## src/hdl/spss_pkg.sv

```systemverilog
// spss_pkg: shared constants, codes and types of the soil probe sample sequencer
// used by spss_pct_div and soil_probe_sample_sequencer; depends on nothing else
package spss_pkg;

  // default field widths
  localparam int unsigned ADC_BITS_DEF   = 10;
  localparam int unsigned TIMER_BITS_DEF = 16;

  // percent field
  localparam int unsigned PCT_W    = 7;
  localparam int unsigned PCT_FULL = 100;

  // register reset values, truncated to the register width where they are used
  localparam int unsigned MIN_LEVEL_RST    = 0;
  localparam int unsigned MAX_LEVEL_RST    = 1023;
  localparam int unsigned SETTLE_RST       = 100;
  localparam int unsigned CHECK_PERIOD_RST = 1000;

  // command codes carried by the input transaction
  localparam int unsigned MODE_W = 2;
  localparam logic [MODE_W-1:0] MODE_TICK  = 2'd0;
  localparam logic [MODE_W-1:0] MODE_START = 2'd1;
  localparam logic [MODE_W-1:0] MODE_FORCE = 2'd2;

  // configuration register indexes
  localparam int unsigned REG_IDX_W = 2;
  localparam logic [REG_IDX_W-1:0] REG_MIN_LEVEL    = 2'd0;
  localparam logic [REG_IDX_W-1:0] REG_MAX_LEVEL    = 2'd1;
  localparam logic [REG_IDX_W-1:0] REG_SETTLE       = 2'd2;
  localparam logic [REG_IDX_W-1:0] REG_CHECK_PERIOD = 2'd3;

  // status from the percent unit to the sequencer
  typedef struct packed {
    logic             done;
    logic [PCT_W-1:0] pct;
  } pct_stat_t;

endpackage

```

## src/hdl/spss_pct_div.sv

```systemverilog
// spss_pct_div: percent scaling of a raw level with a bit-serial restoring divider
// depends on spss_pkg
module spss_pct_div #(
  parameter int unsigned ADC_BITS = spss_pkg::ADC_BITS_DEF
) (
  input  logic                clk,
  input  logic                rst_n,
  input  logic                start,
  input  logic [ADC_BITS-1:0] raw_level,
  input  logic [ADC_BITS-1:0] min_level,
  input  logic [ADC_BITS-1:0] max_level,
  output spss_pkg::pct_stat_t stat
);
  import spss_pkg::*;

  localparam int unsigned NUM_W = ADC_BITS + PCT_W;
  localparam int unsigned CNT_W = $clog2(PCT_W);

  typedef enum logic [1:0] {
    S_IDLE,
    S_SIGN,
    S_MUL,
    S_DIV
  } state_t;

  state_t              state_r;
  logic [ADC_BITS:0]   diff_r;
  logic [ADC_BITS:0]   den_r;
  logic [ADC_BITS-1:0] an_r;
  logic [ADC_BITS-1:0] ad_r;
  logic [ADC_BITS-1:0] rem_r;
  logic [PCT_W-1:0]    quo_r;
  logic [CNT_W-1:0]    cnt_r;
  logic [PCT_W-1:0]    pct_r;
  logic                done_r;

  logic [ADC_BITS:0]   an_w;
  logic [ADC_BITS:0]   ad_w;
  logic                zero_w;
  logic                full_w;
  logic [NUM_W-1:0]    num_w;
  logic [ADC_BITS:0]   rem2_w;
  logic [ADC_BITS:0]   sub_w;
  logic                ge_w;

  always_comb begin
    an_w   = diff_r[ADC_BITS] ? (~diff_r + 1'b1) : diff_r;
    ad_w   = den_r[ADC_BITS] ? (~den_r + 1'b1) : den_r;
    // opposite signs or a zero operand give a quotient of zero or below
    zero_w = (den_r == '0) || (diff_r == '0) || (diff_r[ADC_BITS] != den_r[ADC_BITS]);
    // quotient reaches full scale exactly when |raw-min| >= |max-min|
    full_w = an_w[ADC_BITS-1:0] >= ad_w[ADC_BITS-1:0];
    num_w  = NUM_W'(an_r) * NUM_W'(PCT_FULL);
    rem2_w = {rem_r, quo_r[PCT_W-1]};
    sub_w  = rem2_w - {1'b0, ad_r};
    ge_w   = rem2_w >= {1'b0, ad_r};
  end

  always_ff @(posedge clk) begin
    if (!rst_n) begin
      state_r <= S_IDLE;
      done_r  <= 1'b0;
    end else begin
      done_r <= 1'b0;
      unique case (state_r)
        S_IDLE: begin
          if (start) begin
            diff_r  <= {1'b0, raw_level} - {1'b0, min_level};
            den_r   <= {1'b0, max_level} - {1'b0, min_level};
            state_r <= S_SIGN;
          end
        end
        S_SIGN: begin
          if (zero_w) begin
            pct_r   <= '0;
            done_r  <= 1'b1;
            state_r <= S_IDLE;
          end else if (full_w) begin
            pct_r   <= PCT_W'(PCT_FULL);
            done_r  <= 1'b1;
            state_r <= S_IDLE;
          end else begin
            an_r    <= an_w[ADC_BITS-1:0];
            ad_r    <= ad_w[ADC_BITS-1:0];
            state_r <= S_MUL;
          end
        end
        S_MUL: begin
          // upper part is below the divisor since the quotient is under 2^PCT_W
          rem_r   <= num_w[NUM_W-1:PCT_W];
          quo_r   <= num_w[PCT_W-1:0];
          cnt_r   <= '0;
          state_r <= S_DIV;
        end
        S_DIV: begin
          rem_r <= ge_w ? sub_w[ADC_BITS-1:0] : rem2_w[ADC_BITS-1:0];
          quo_r <= {quo_r[PCT_W-2:0], ge_w};
          if (cnt_r == CNT_W'(PCT_W - 1)) begin
            pct_r   <= {quo_r[PCT_W-2:0], ge_w};
            done_r  <= 1'b1;
            state_r <= S_IDLE;
          end else begin
            cnt_r <= cnt_r + 1'b1;
          end
        end
        default: state_r <= S_IDLE;
      endcase
    end
  end

  assign stat.done = done_r;
  assign stat.pct  = pct_r;

endmodule

```

## src/hdl/soil_probe_sample_sequencer.sv

```systemverilog
// soil_probe_sample_sequencer: top level of the tick-driven probe sampler
// depends on spss_pkg and spss_pct_div
//
// Every input transaction is one time tick carrying a command (in_tuser) and the
// current converter value (in_tdata). The sequencer stays stopped until a start
// command; it then powers the probe, counts settle_ticks further ticks, latches
// the converter value, drops power and counts check_period_ticks further ticks
// before the next reading. A force command restarts the reading while running.
// Each tick gives exactly one output transaction with power state, the held raw
// level, a 0..100 percent level, a sample flag and the phase. Each accepted tick
// first updates the phase; the percent unit then checks signs and range, scales
// by one hundred and runs its serial divider at one quotient bit per cycle
// (seven bits). Ticks that fall to zero or full scale skip the scaling and the
// division. The next tick is accepted as soon as the result sits in the output
// register, even if the sink has not taken it yet. Configuration writes are
// always accepted; they are meant to happen between ticks.
module soil_probe_sample_sequencer #(
  parameter int unsigned ADC_BITS   = spss_pkg::ADC_BITS_DEF,
  parameter int unsigned TIMER_BITS = spss_pkg::TIMER_BITS_DEF,
  localparam int unsigned IN_W      = ((ADC_BITS + 7) / 8) * 8,
  localparam int unsigned OUT_F_W   = ADC_BITS + spss_pkg::PCT_W + 4,
  localparam int unsigned OUT_W     = ((OUT_F_W + 7) / 8) * 8,
  localparam int unsigned CFG_W     = (ADC_BITS > TIMER_BITS) ? ADC_BITS : TIMER_BITS
) (
  input  logic                              clk,
  input  logic                              rst_n,
  // input ticks
  input  logic                              in_tvalid,
  output logic                              in_tready,
  input  logic [IN_W-1:0]                   in_tdata,   // adc_sample, zero padded
  input  logic [spss_pkg::MODE_W-1:0]       in_tuser,   // mode
  // results
  output logic                              out_tvalid,
  input  logic                              out_tready,
  // probe_power, raw_level, percent_level, sample_taken, phase, zero padded
  output logic [OUT_W-1:0]                  out_tdata,
  // register writes
  input  logic                              cfg_valid,
  output logic                              cfg_ready,
  input  logic [spss_pkg::REG_IDX_W-1:0]    cfg_addr,
  input  logic [CFG_W-1:0]                  cfg_data
);
  import spss_pkg::*;

  localparam int unsigned PAD_W = OUT_W - OUT_F_W;

  // sequencer phase, values as reported on the phase field
  typedef enum logic [1:0] {
    PH_STOPPED  = 2'd0,
    PH_BEGIN    = 2'd1,
    PH_SETTLING = 2'd2,
    PH_IDLE     = 2'd3
  } phase_t;

  // configuration registers
  logic [ADC_BITS-1:0]   min_level_r;
  logic [ADC_BITS-1:0]   max_level_r;
  logic [TIMER_BITS-1:0] settle_r;
  logic [TIMER_BITS-1:0] check_period_r;

  // sequencer state
  phase_t                phase_r;
  phase_t                phase_nxt;
  logic [TIMER_BITS-1:0] tick_cnt_r;
  logic [TIMER_BITS-1:0] tick_cnt_nxt;
  logic [ADC_BITS-1:0]   held_r;
  logic [ADC_BITS-1:0]   held_nxt;
  logic                  taken_r;
  logic                  taken_nxt;

  // transaction bookkeeping
  logic                  busy_r;       // tick accepted, result not yet in output register
  logic                  pct_start_r;  // kicks the percent unit in the cycle after acceptance
  logic                  pct_ready_r;  // percent unit finished for the current tick
  logic [PCT_W-1:0]      pct_hold_r;
  logic                  out_valid_r;
  logic [OUT_W-1:0]      out_data_r;

  logic                  in_fire;
  logic                  cfg_fire;
  logic                  out_load;
  logic [ADC_BITS-1:0]   sample_w;
  logic [PCT_W-1:0]      pct_w;
  pct_stat_t             pct_stat;

  assign in_tready = ~busy_r;
  assign in_fire   = in_tvalid & ~busy_r;
  assign cfg_ready = 1'b1;
  assign cfg_fire  = cfg_valid;
  assign sample_w  = in_tdata[ADC_BITS-1:0];

  // result moves to the output register once the percent is known and the slot is free
  assign out_load  = busy_r & (pct_ready_r | pct_stat.done) & (~out_valid_r | out_tready);
  assign pct_w     = pct_stat.done ? pct_stat.pct : pct_hold_r;

  // command first, then one action of the resulting phase
  always_comb begin
    phase_t ph;
    ph           = phase_r;
    tick_cnt_nxt = tick_cnt_r;
    held_nxt     = held_r;
    taken_nxt    = 1'b0;
    if (in_tuser == MODE_START) begin
      ph = PH_BEGIN;
    end else if (in_tuser == MODE_FORCE && phase_r != PH_STOPPED) begin
      ph = PH_BEGIN;
    end
    phase_nxt = ph;
    unique case (ph)
      PH_STOPPED: begin
        phase_nxt = PH_STOPPED;
      end
      PH_BEGIN: begin
        tick_cnt_nxt = settle_r;
        phase_nxt    = PH_SETTLING;
      end
      PH_SETTLING: begin
        if (tick_cnt_r == '0) begin
          held_nxt     = sample_w;
          tick_cnt_nxt = check_period_r;
          phase_nxt    = PH_IDLE;
          taken_nxt    = 1'b1;
        end else begin
          tick_cnt_nxt = tick_cnt_r - 1'b1;
        end
      end
      PH_IDLE: begin
        if (tick_cnt_r == '0) begin
          phase_nxt = PH_BEGIN;
        end else begin
          tick_cnt_nxt = tick_cnt_r - 1'b1;
        end
      end
      default: phase_nxt = PH_STOPPED;
    endcase
  end

  // register writes, values cut to the register widths
  always_ff @(posedge clk) begin
    if (!rst_n) begin
      min_level_r    <= ADC_BITS'(MIN_LEVEL_RST);
      max_level_r    <= ADC_BITS'(MAX_LEVEL_RST);
      settle_r       <= TIMER_BITS'(SETTLE_RST);
      check_period_r <= TIMER_BITS'(CHECK_PERIOD_RST);
    end else if (cfg_fire) begin
      unique case (cfg_addr)
        REG_MIN_LEVEL:    min_level_r    <= cfg_data[ADC_BITS-1:0];
        REG_MAX_LEVEL:    max_level_r    <= cfg_data[ADC_BITS-1:0];
        REG_SETTLE:       settle_r       <= cfg_data[TIMER_BITS-1:0];
        REG_CHECK_PERIOD: check_period_r <= cfg_data[TIMER_BITS-1:0];
        default: ;
      endcase
    end
  end

  // sequencer state and transaction control
  always_ff @(posedge clk) begin
    if (!rst_n) begin
      phase_r     <= PH_STOPPED;
      tick_cnt_r  <= '0;
      held_r      <= '0;
      taken_r     <= 1'b0;
      busy_r      <= 1'b0;
      pct_start_r <= 1'b0;
      pct_ready_r <= 1'b0;
      out_valid_r <= 1'b0;
    end else begin
      pct_start_r <= in_fire;
      if (in_fire) begin
        phase_r    <= phase_nxt;
        tick_cnt_r <= tick_cnt_nxt;
        held_r     <= held_nxt;
        taken_r    <= taken_nxt;
        busy_r     <= 1'b1;
      end
      if (pct_stat.done) begin
        pct_hold_r <= pct_stat.pct;
      end
      if (out_load) begin
        busy_r      <= 1'b0;
        pct_ready_r <= 1'b0;
        out_valid_r <= 1'b1;
        out_data_r  <= {{PAD_W{1'b0}}, phase_r, taken_r, pct_w, held_r,
                        (phase_r == PH_SETTLING)};
      end else begin
        if (pct_stat.done) begin
          pct_ready_r <= 1'b1;
        end
        if (out_tready) begin
          out_valid_r <= 1'b0;
        end
      end
    end
  end

  // percent of the held level, computed after every tick
  spss_pct_div #(
    .ADC_BITS (ADC_BITS)
  ) u_pct_div (
    .clk       (clk),
    .rst_n     (rst_n),
    .start     (pct_start_r),
    .raw_level (held_r),
    .min_level (min_level_r),
    .max_level (max_level_r),
    .stat      (pct_stat)
  );

  assign out_tvalid = out_valid_r;
  assign out_tdata  = out_data_r;

endmodule
```

## config.mk

```make
export PLATFORM = sky130hd
export DESIGN_NAME = soil_probe_sample_sequencer
export DESIGN_NICKNAME = d
export VERILOG_FILES = /design/src/hdl/spss_pkg.sv /design/src/hdl/spss_pct_div.sv /design/src/hdl/soil_probe_sample_sequencer.sv
export SDC_FILE = /design/constraint.sdc
export NUM_CORES = 1
export LEC_CHECK = 0
export BUFFER_PORTS_ARGS = -buffer_cell sky130_fd_sc_hd__clkbuf_2
export CAP_MARGIN = 20
export CORE_ASPECT_RATIO = 0.75
export CORE_MARGIN = 2
export CORE_UTILIZATION = 30
export CTS_BUF_LIST = sky130_fd_sc_hd__clkbuf_2 sky130_fd_sc_hd__clkbuf_4 sky130_fd_sc_hd__clkbuf_8
export DETAILED_ROUTE_END_ITERATION = 12
export PLACE_DENSITY = 0.42
export REMOVE_ABC_BUFFERS = 1
export SYNTH_ARGS = -nofsm -noshare
export SYNTH_HDL_FRONTEND = slang
export SYNTH_SLANG_ARGS = --single-unit
```

## constraint.sdc

```tcl
create_clock -name clk -period 4.85 [get_ports clk]
set_input_delay 0.7275 -clock clk [delete_from_list [all_inputs] [get_ports clk]]
set_output_delay 0.7275 -clock clk [all_outputs]
set_load 0.005 [all_outputs]
```

# After elaboration in Yosys (flattened, before gate mapping)
# Index checks and enable logic that the tools add are counted.
[totals]
output_inout_bits = 27
register_bits = 185
inputBits = 41
[classes]
eq_ne = 19
multipliers = 1
bitwise = 12
n_reduce_logical = 28
order_cmp = 2
n_mux = 33
addsub = 7
[op_table]
columns = ["op", "count"]
rows = [
  ["$pmux 16 s3", 1],
  ["$mux 16", 2],
  ["$mux 10", 3],
  ["$mux 7", 4],
  ["$pmux 7 s2", 2],
  ["$logic_not 11->1", 2],
  ["$sub 10x10->11", 2],
  ["$add 10x1->10 const B", 2],
  ["$not 10->10", 2],
  ["$pmux 10 s2", 1],
  ["$eq 2x2->1 const B", 8],
  ["$logic_not 16->1", 1],
  ["$mux 2", 8],
  ["$pmux 2 s4", 2],
  ["$sub 16x1->16 const B", 1],
  ["$mul 10x5->15 const B", 1],
  ["$reduce_and 2->1", 7],
  ["$reduce_and 3->1", 4],
  ["$ge 11x10->1", 1],
  ["$ge 10x10->1", 1],
  ["$sub 10x10->10", 1],
  ["$eq 2x1->1 const B", 4],
  ["$reduce_and 4->1", 2],
  ["$reduce_bool 2->1", 4],
  ["18 further kinds", 36],
]

# Longest topological paths before layout
[logic_depth]
word_depth = 7
depth_mapped = 12
ltp_nobuf = 12

# Hierarchy
# Synthesis repeated with hierarchy kept, for this count alone.
[unflattened]
cells_unflattened = 1036
area_unflattened_um2 = 10244.8
[by_module_without_submodules]
columns = ["module", "n_inst", "area_each_um2", "cells_each"]
rows = [
  ["spss_pct_div", 1, 5436.5, 531],
  ["soil_probe_sample_sequencer", 1, 4808.4, 505],
]

# Least setup slack after synthesis
# Ideal clock, no wire load.
[synth_timing]
kind = "register -> register"
startpoint = "reg u_pct_div.diff_r[2]"
endpoint = "reg u_pct_div.ad_r[0], enable pin"
arrival_time_ns = 3.027
stages_incl_launch_ff = 10
t_required_ns = 4.472
setup_slack_ns = 1.445
period_less_slack_ns = 3.405
path_cell_list = "edfxtp_1 > nor3_1 > nand3_1 > or2_2 > o41ai_1 > xnor2_1 > ha_1 > or4b_1 > a221oi_2 > and2_1"
[synth_via]
elab_chain_cells = 6
elab_cells_between_ends = 10
[synth_lines]
columns = ["item", "line_no", "rtl"]
rows = [
  ["start: declaration", "spss_pct_div.sv:27", "logic [ADC_BITS:0] diff_r;"],
  ["start signal: assignment", "spss_pct_div.sv:68", "diff_r <= {1'b0, raw_level} - {1'b0, min_level};"],
  ["$not 10->10", "spss_pct_div.sv:47", "an_w = diff_r[ADC_BITS] ? (~diff_r + 1'b1) : diff_r;"],
  ["$add 10x1->10", "spss_pct_div.sv:47", ""],
  ["$mux 10", "spss_pct_div.sv:47", ""],
  ["named net u_pct_div.an_w[9]", "spss_pct_div.sv:37", "logic [ADC_BITS:0] an_w;"],
  ["$ge 10x10->1", "spss_pct_div.sv:52", "full_w = an_w[ADC_BITS-1:0] >= ad_w[ADC_BITS-1:0];"],
  ["$not 1->1 (no source line)", "--", ""],
  ["$reduce_and 4->1 (no source line)", "--", ""],
  ["end signal: assignment", "spss_pct_div.sv:84", "ad_r <= ad_w[ADC_BITS-1:0];"],
  ["end: declaration", "spss_pct_div.sv:30", "logic [ADC_BITS-1:0] ad_r;"],
]
# The timed path passes the listed nets, and every way through them passes these cells.
# A chain may end at the register's enable or synchronous reset.

# Final worst setup path
[layout_timing]
startpoint = "reg u_pct_div.diff_r[2]"
endpoint = "reg u_pct_div.ad_r[8], enable pin"
# Same word-level chain as after synthesis.

==> flow_summary_export.csv <==
group,metric,value,unit
run_status,status,"finished, final reports clean",
place,dp.cells,1498,
timing,maxSlewViolCount,0,
timing,report.final.setup_viol,0,
logic_synthesis,synthTopCellsByArea,"sky130_fd_sc_hd__edfxtp_1, sky130_fd_sc_hd__dfxtp_1, sky130_fd_sc_hd__ha_1",
setup_path,critical_path_arrival,3.93,ns
routing,drt_first_iter_violations,440,
clock_network,cts_hold_buffers,0,
setup_path,crit-reg2reg-launch,"u_pct_div.diff_r[2]$_DFFE_PP_",
global_routing,first_global_vias,6913,
global_routing,grt_antenna_before_repair,0,
routing,routed_via_density,4.74,
logic_synthesis,yosysWarningCount,0,
global_routing,overall_fraction_of_global_route_tracks_in_use,14.7,%
clock_network,cts-root-buf,"sky130_fd_sc_hd__clkbuf_8",
cells_and_area,fillers,3380,
cells_and_area,layout-drive-gt1-share,12.0,%
clock_network,post_cts.repair.setup_buffers,0,
clock_network,clock_latency,0.48,ns
logic_synthesis,synth.top_cell.area_share,29.2,%
place,preCtsSetupSlack,1.07,ns
logic_synthesis,synthesis.instances,1026,
timing,maxClockFrequency,265,MHz
routing,drt-total-wl,25000,um
timing,final_critical_path_setup_slack,1.08,ns
place,io_buffers,57,
floorplanning,floorplan.die.width,215,um
clock_network,cts-htree-levels,4,
floorplanning,die-area,34800,um2
cells_and_area,area.growth.synth_to_final,11.7,%
logic_synthesis,synth.most_common_cell,"sky130_fd_sc_hd__nand2_1",
place,post-dp-hpwl,18700,um
setup_path,ff2ff_path_depth,10,
clock_network,tritoncts.num_buffers,17,
timing,setup-tns-final,0,ns
flow_run,max_cap_viol_count,0,
logic_synthesis,postSynth.asyncResetShare,0,%
cells_and_area,finalNetCount,1208,
logic_synthesis,synth_cell_count_leaders,"sky130_fd_sc_hd__nand2_1, sky130_fd_sc_hd__edfxtp_1, sky130_fd_sc_hd__dfxtp_1",
logic_synthesis,ys_dominant_reg_cell,"sky130_fd_sc_hd__edfxtp_1",
floorplanning,num_rows,57,
clock_network,cts_resized,0,
global_routing,pin_count_of_the_biggest_net_entering_global_routing,37,
setup_path,crit_path_start,"u_pct_div.diff_r[2]$_DFFE_PP_",
floorplanning,core-area,32600,um2
logic_synthesis,summed_instance_area_of_the_synthesized_netlist,9980,um2
routing,routed-via-count,7256,
floorplanning,ioPinCount,68,
setup_path,timing.critical_path.from_type,"register",
pwr,pwr_density_cell,286,nW/um2
setup_path,critical_path_required,5.01,ns
global_routing,gr-total-overflow,0,
cells_and_area,instances_no_fill,1532,
clock_network,cts.sinks,185,
routing,drt-wirelength-per-cell,16.3,um
logic_synthesis,synth_seq_area_share,46.8,%
floorplanning,initial_utilization,30.6,%
logic_synthesis,ys_ff_latch,185,
worst_hold_path,min_delay_path_depth,0,
logic_synthesis,post_synth.cell_area_avg,9.73,um2
logic_synthesis,synth_top_cell_by_area,"sky130_fd_sc_hd__edfxtp_1",
global_routing,grt_pass1_wl,39200,um
timing,timing.final.crit_share,77.7,%
place,place.gp.congestion,0.768,
setup_path,cp_max_fanout,20,
timing,rsz0062_at_grt,"false",
timing,worst-slew-pin-transition,1.07,ns
clock_network,clkTransAtPathRegs,0.09,ns
worst_hold_path,holdCritPathClass,"register to register",
cells_and_area,diode_insertion_count_for_antenna_repair,0,
floorplanning,die_y,162,um
logic_synthesis,count_of_flip_flops_with_a_built_in_enable_after_synthesis,97,
logic_synthesis,synth.distinct_cells,68,
pwr,p_leak,4.52,nW
timing,skew,0.0174,ns
pwr,ir_worst_vdd,144,uV
setup_path,timing.critical_path.to_type,"register",
cells_and_area,fin_util,34.2,%
routing,number_of_detailed_route_iterations_in_the_first_pass,6,
clock_network,clk_path_buf_depth,2,
routing,route.detailed.drc,0,
setup_path,timing_worst_setup_path_type,"register to register",
timing,timing_hold_violations_final,0,
worst_hold_path,hold_start,"taken_r$_SDFFE_PN0P_",
timing,finalCriticalPeriod,3.77,ns
timing,slew_headroom,28.3,%
routing,ant_nets,0,
clock_network,cts_tree,"yes",
## worst max-delay path, stage by stage, from the launching register on
cell	delay (ns)
sky130_fd_sc_hd__edfxtp_1	0.45
sky130_fd_sc_hd__nor3_1	0.37
sky130_fd_sc_hd__nand3_1	0.15
sky130_fd_sc_hd__or2_2	0.31
sky130_fd_sc_hd__o41ai_1	0.31
sky130_fd_sc_hd__xnor2_1	0.16
sky130_fd_sc_hd__ha_1	0.20
sky130_fd_sc_hd__or4b_1	0.54
sky130_fd_sc_hd__a221oi_2	0.46
sky130_fd_sc_hd__and2_1	0.20
sky130_fd_sc_hd__buf_4	0.27
## flip-flops by register name, summed over array words and instances, names as in the netlist, 7 cells and up, named ones only
register / count
u_pct_div.an_r: 10
out_tdata: 21
u_pct_div.den_r: 11
u_pct_div.pct_r: 7
min_level_r: 10
tick_cnt_r: 16
u_pct_div.rem_r: 10
u_pct_div.quo_r: 7
pct_hold_r: 7
settle_r: 16
max_level_r: 10
check_period_r: 16
u_pct_div.diff_r: 11
held_r: 10
u_pct_div.ad_r: 10
## logic make-up after synthesis
| logic type | after synthesis | share of synthesized area (%) |
|---|---|---|
| buffers and inverters | 117 | 4.83 |
| adder cells (fa/ha/maj) | 90 | 11.9 |
| XOR/XNOR | 46 | 4.04 |
| flip-flops | 185 | 46.8 |
| multiplexers | 16 | 1.69 |
| AO/OA/AOI/OAI | 226 | 14.5 |
| AND/OR/NAND/NOR | 344 | 16.2 |
| other | 2 | 0.0753 |
## final cells by class
cell class	count	area (um2)	area share, %
Clock inverter	7	93.8	0.842
Clock buffer	25	302	2.71
Multi-Input combinational cell	726	4840	43.5
Sequential cell	185	4670	41.9
Inverter	78	293	2.63
Timing Repair Buffer	69	387	3.47
Tap cell	442	553	4.96
## worst paths after layout
kind,to,slack (ns)
worst max-delay path,u_pct_div.ad_r[8]$_DFFE_PP_,1.08
worst min-delay path,out_tdata[18]$_DFFE_PP_,0.45
worst max register to register,u_pct_div.ad_r[8]$_DFFE_PP_,1.08
worst min register to register,out_tdata[18]$_DFFE_PP_,0.45
## metrics by stage
stage | total power [mW] | area (um2) | hold slack (ns)
3_3_place_gp | 2.15 | 10700 | 0.426
2_1_floorplan | 2.02 | 9800 | 0.409
5_1_grt | 3.35 | 11100 | 0.424
3_5_place_dp | 2.15 | 10700 | 0.426
4_1_cts | 3.23 | 11100 | 0.411
6_report | 3.19 | 11100 | 0.450
## cells in the final DEF, fill, tap and decap left out, types with 20 or more instances in the layout
cell type | synthesis | final
sky130_fd_sc_hd__ha_1 | 82 | 82
sky130_fd_sc_hd__nand2_1 | 160 | 160
sky130_fd_sc_hd__clkbuf_2 | 0 | 59
sky130_fd_sc_hd__dfxtp_1 | 88 | 88
sky130_fd_sc_hd__o21ai_0 | 40 | 40
sky130_fd_sc_hd__nand3_1 | 23 | 23
sky130_fd_sc_hd__xor2_1 | 20 | 20
sky130_fd_sc_hd__a21oi_1 | 86 | 86
sky130_fd_sc_hd__inv_1 | 78 | 78
sky130_fd_sc_hd__edfxtp_1 | 97 | 97
sky130_fd_sc_hd__nor2_1 | 74 | 71
sky130_fd_sc_hd__xnor2_1 | 26 | 26
## report_power, final
part / total, mW / internal, mW / leakage [nW] / switching (mW)
sequential: 1.72 / 1.69 / 1.63 / 0.0316
combinational: 0.391 / 0.147 / 2.69 / 0.244
clock: 1.08 / 0.514 / 0.209 / 0.564
## layer usage
layer | part of all wire (%) | wire length, um | up-vias | track usage [%]
li1 | - | - | 3703 | -
met1 | 56 | 14000 | 3446 | 22.7
met2 | 40 | 10100 | 95 | 20.6
met3 | 3.0 | 743 | 12 | 3.00
met4 | 0.92 | 229 | 0 | 3.88
met5 | 0 | 0 | - | 0
(Power assumes the default switching activity.)
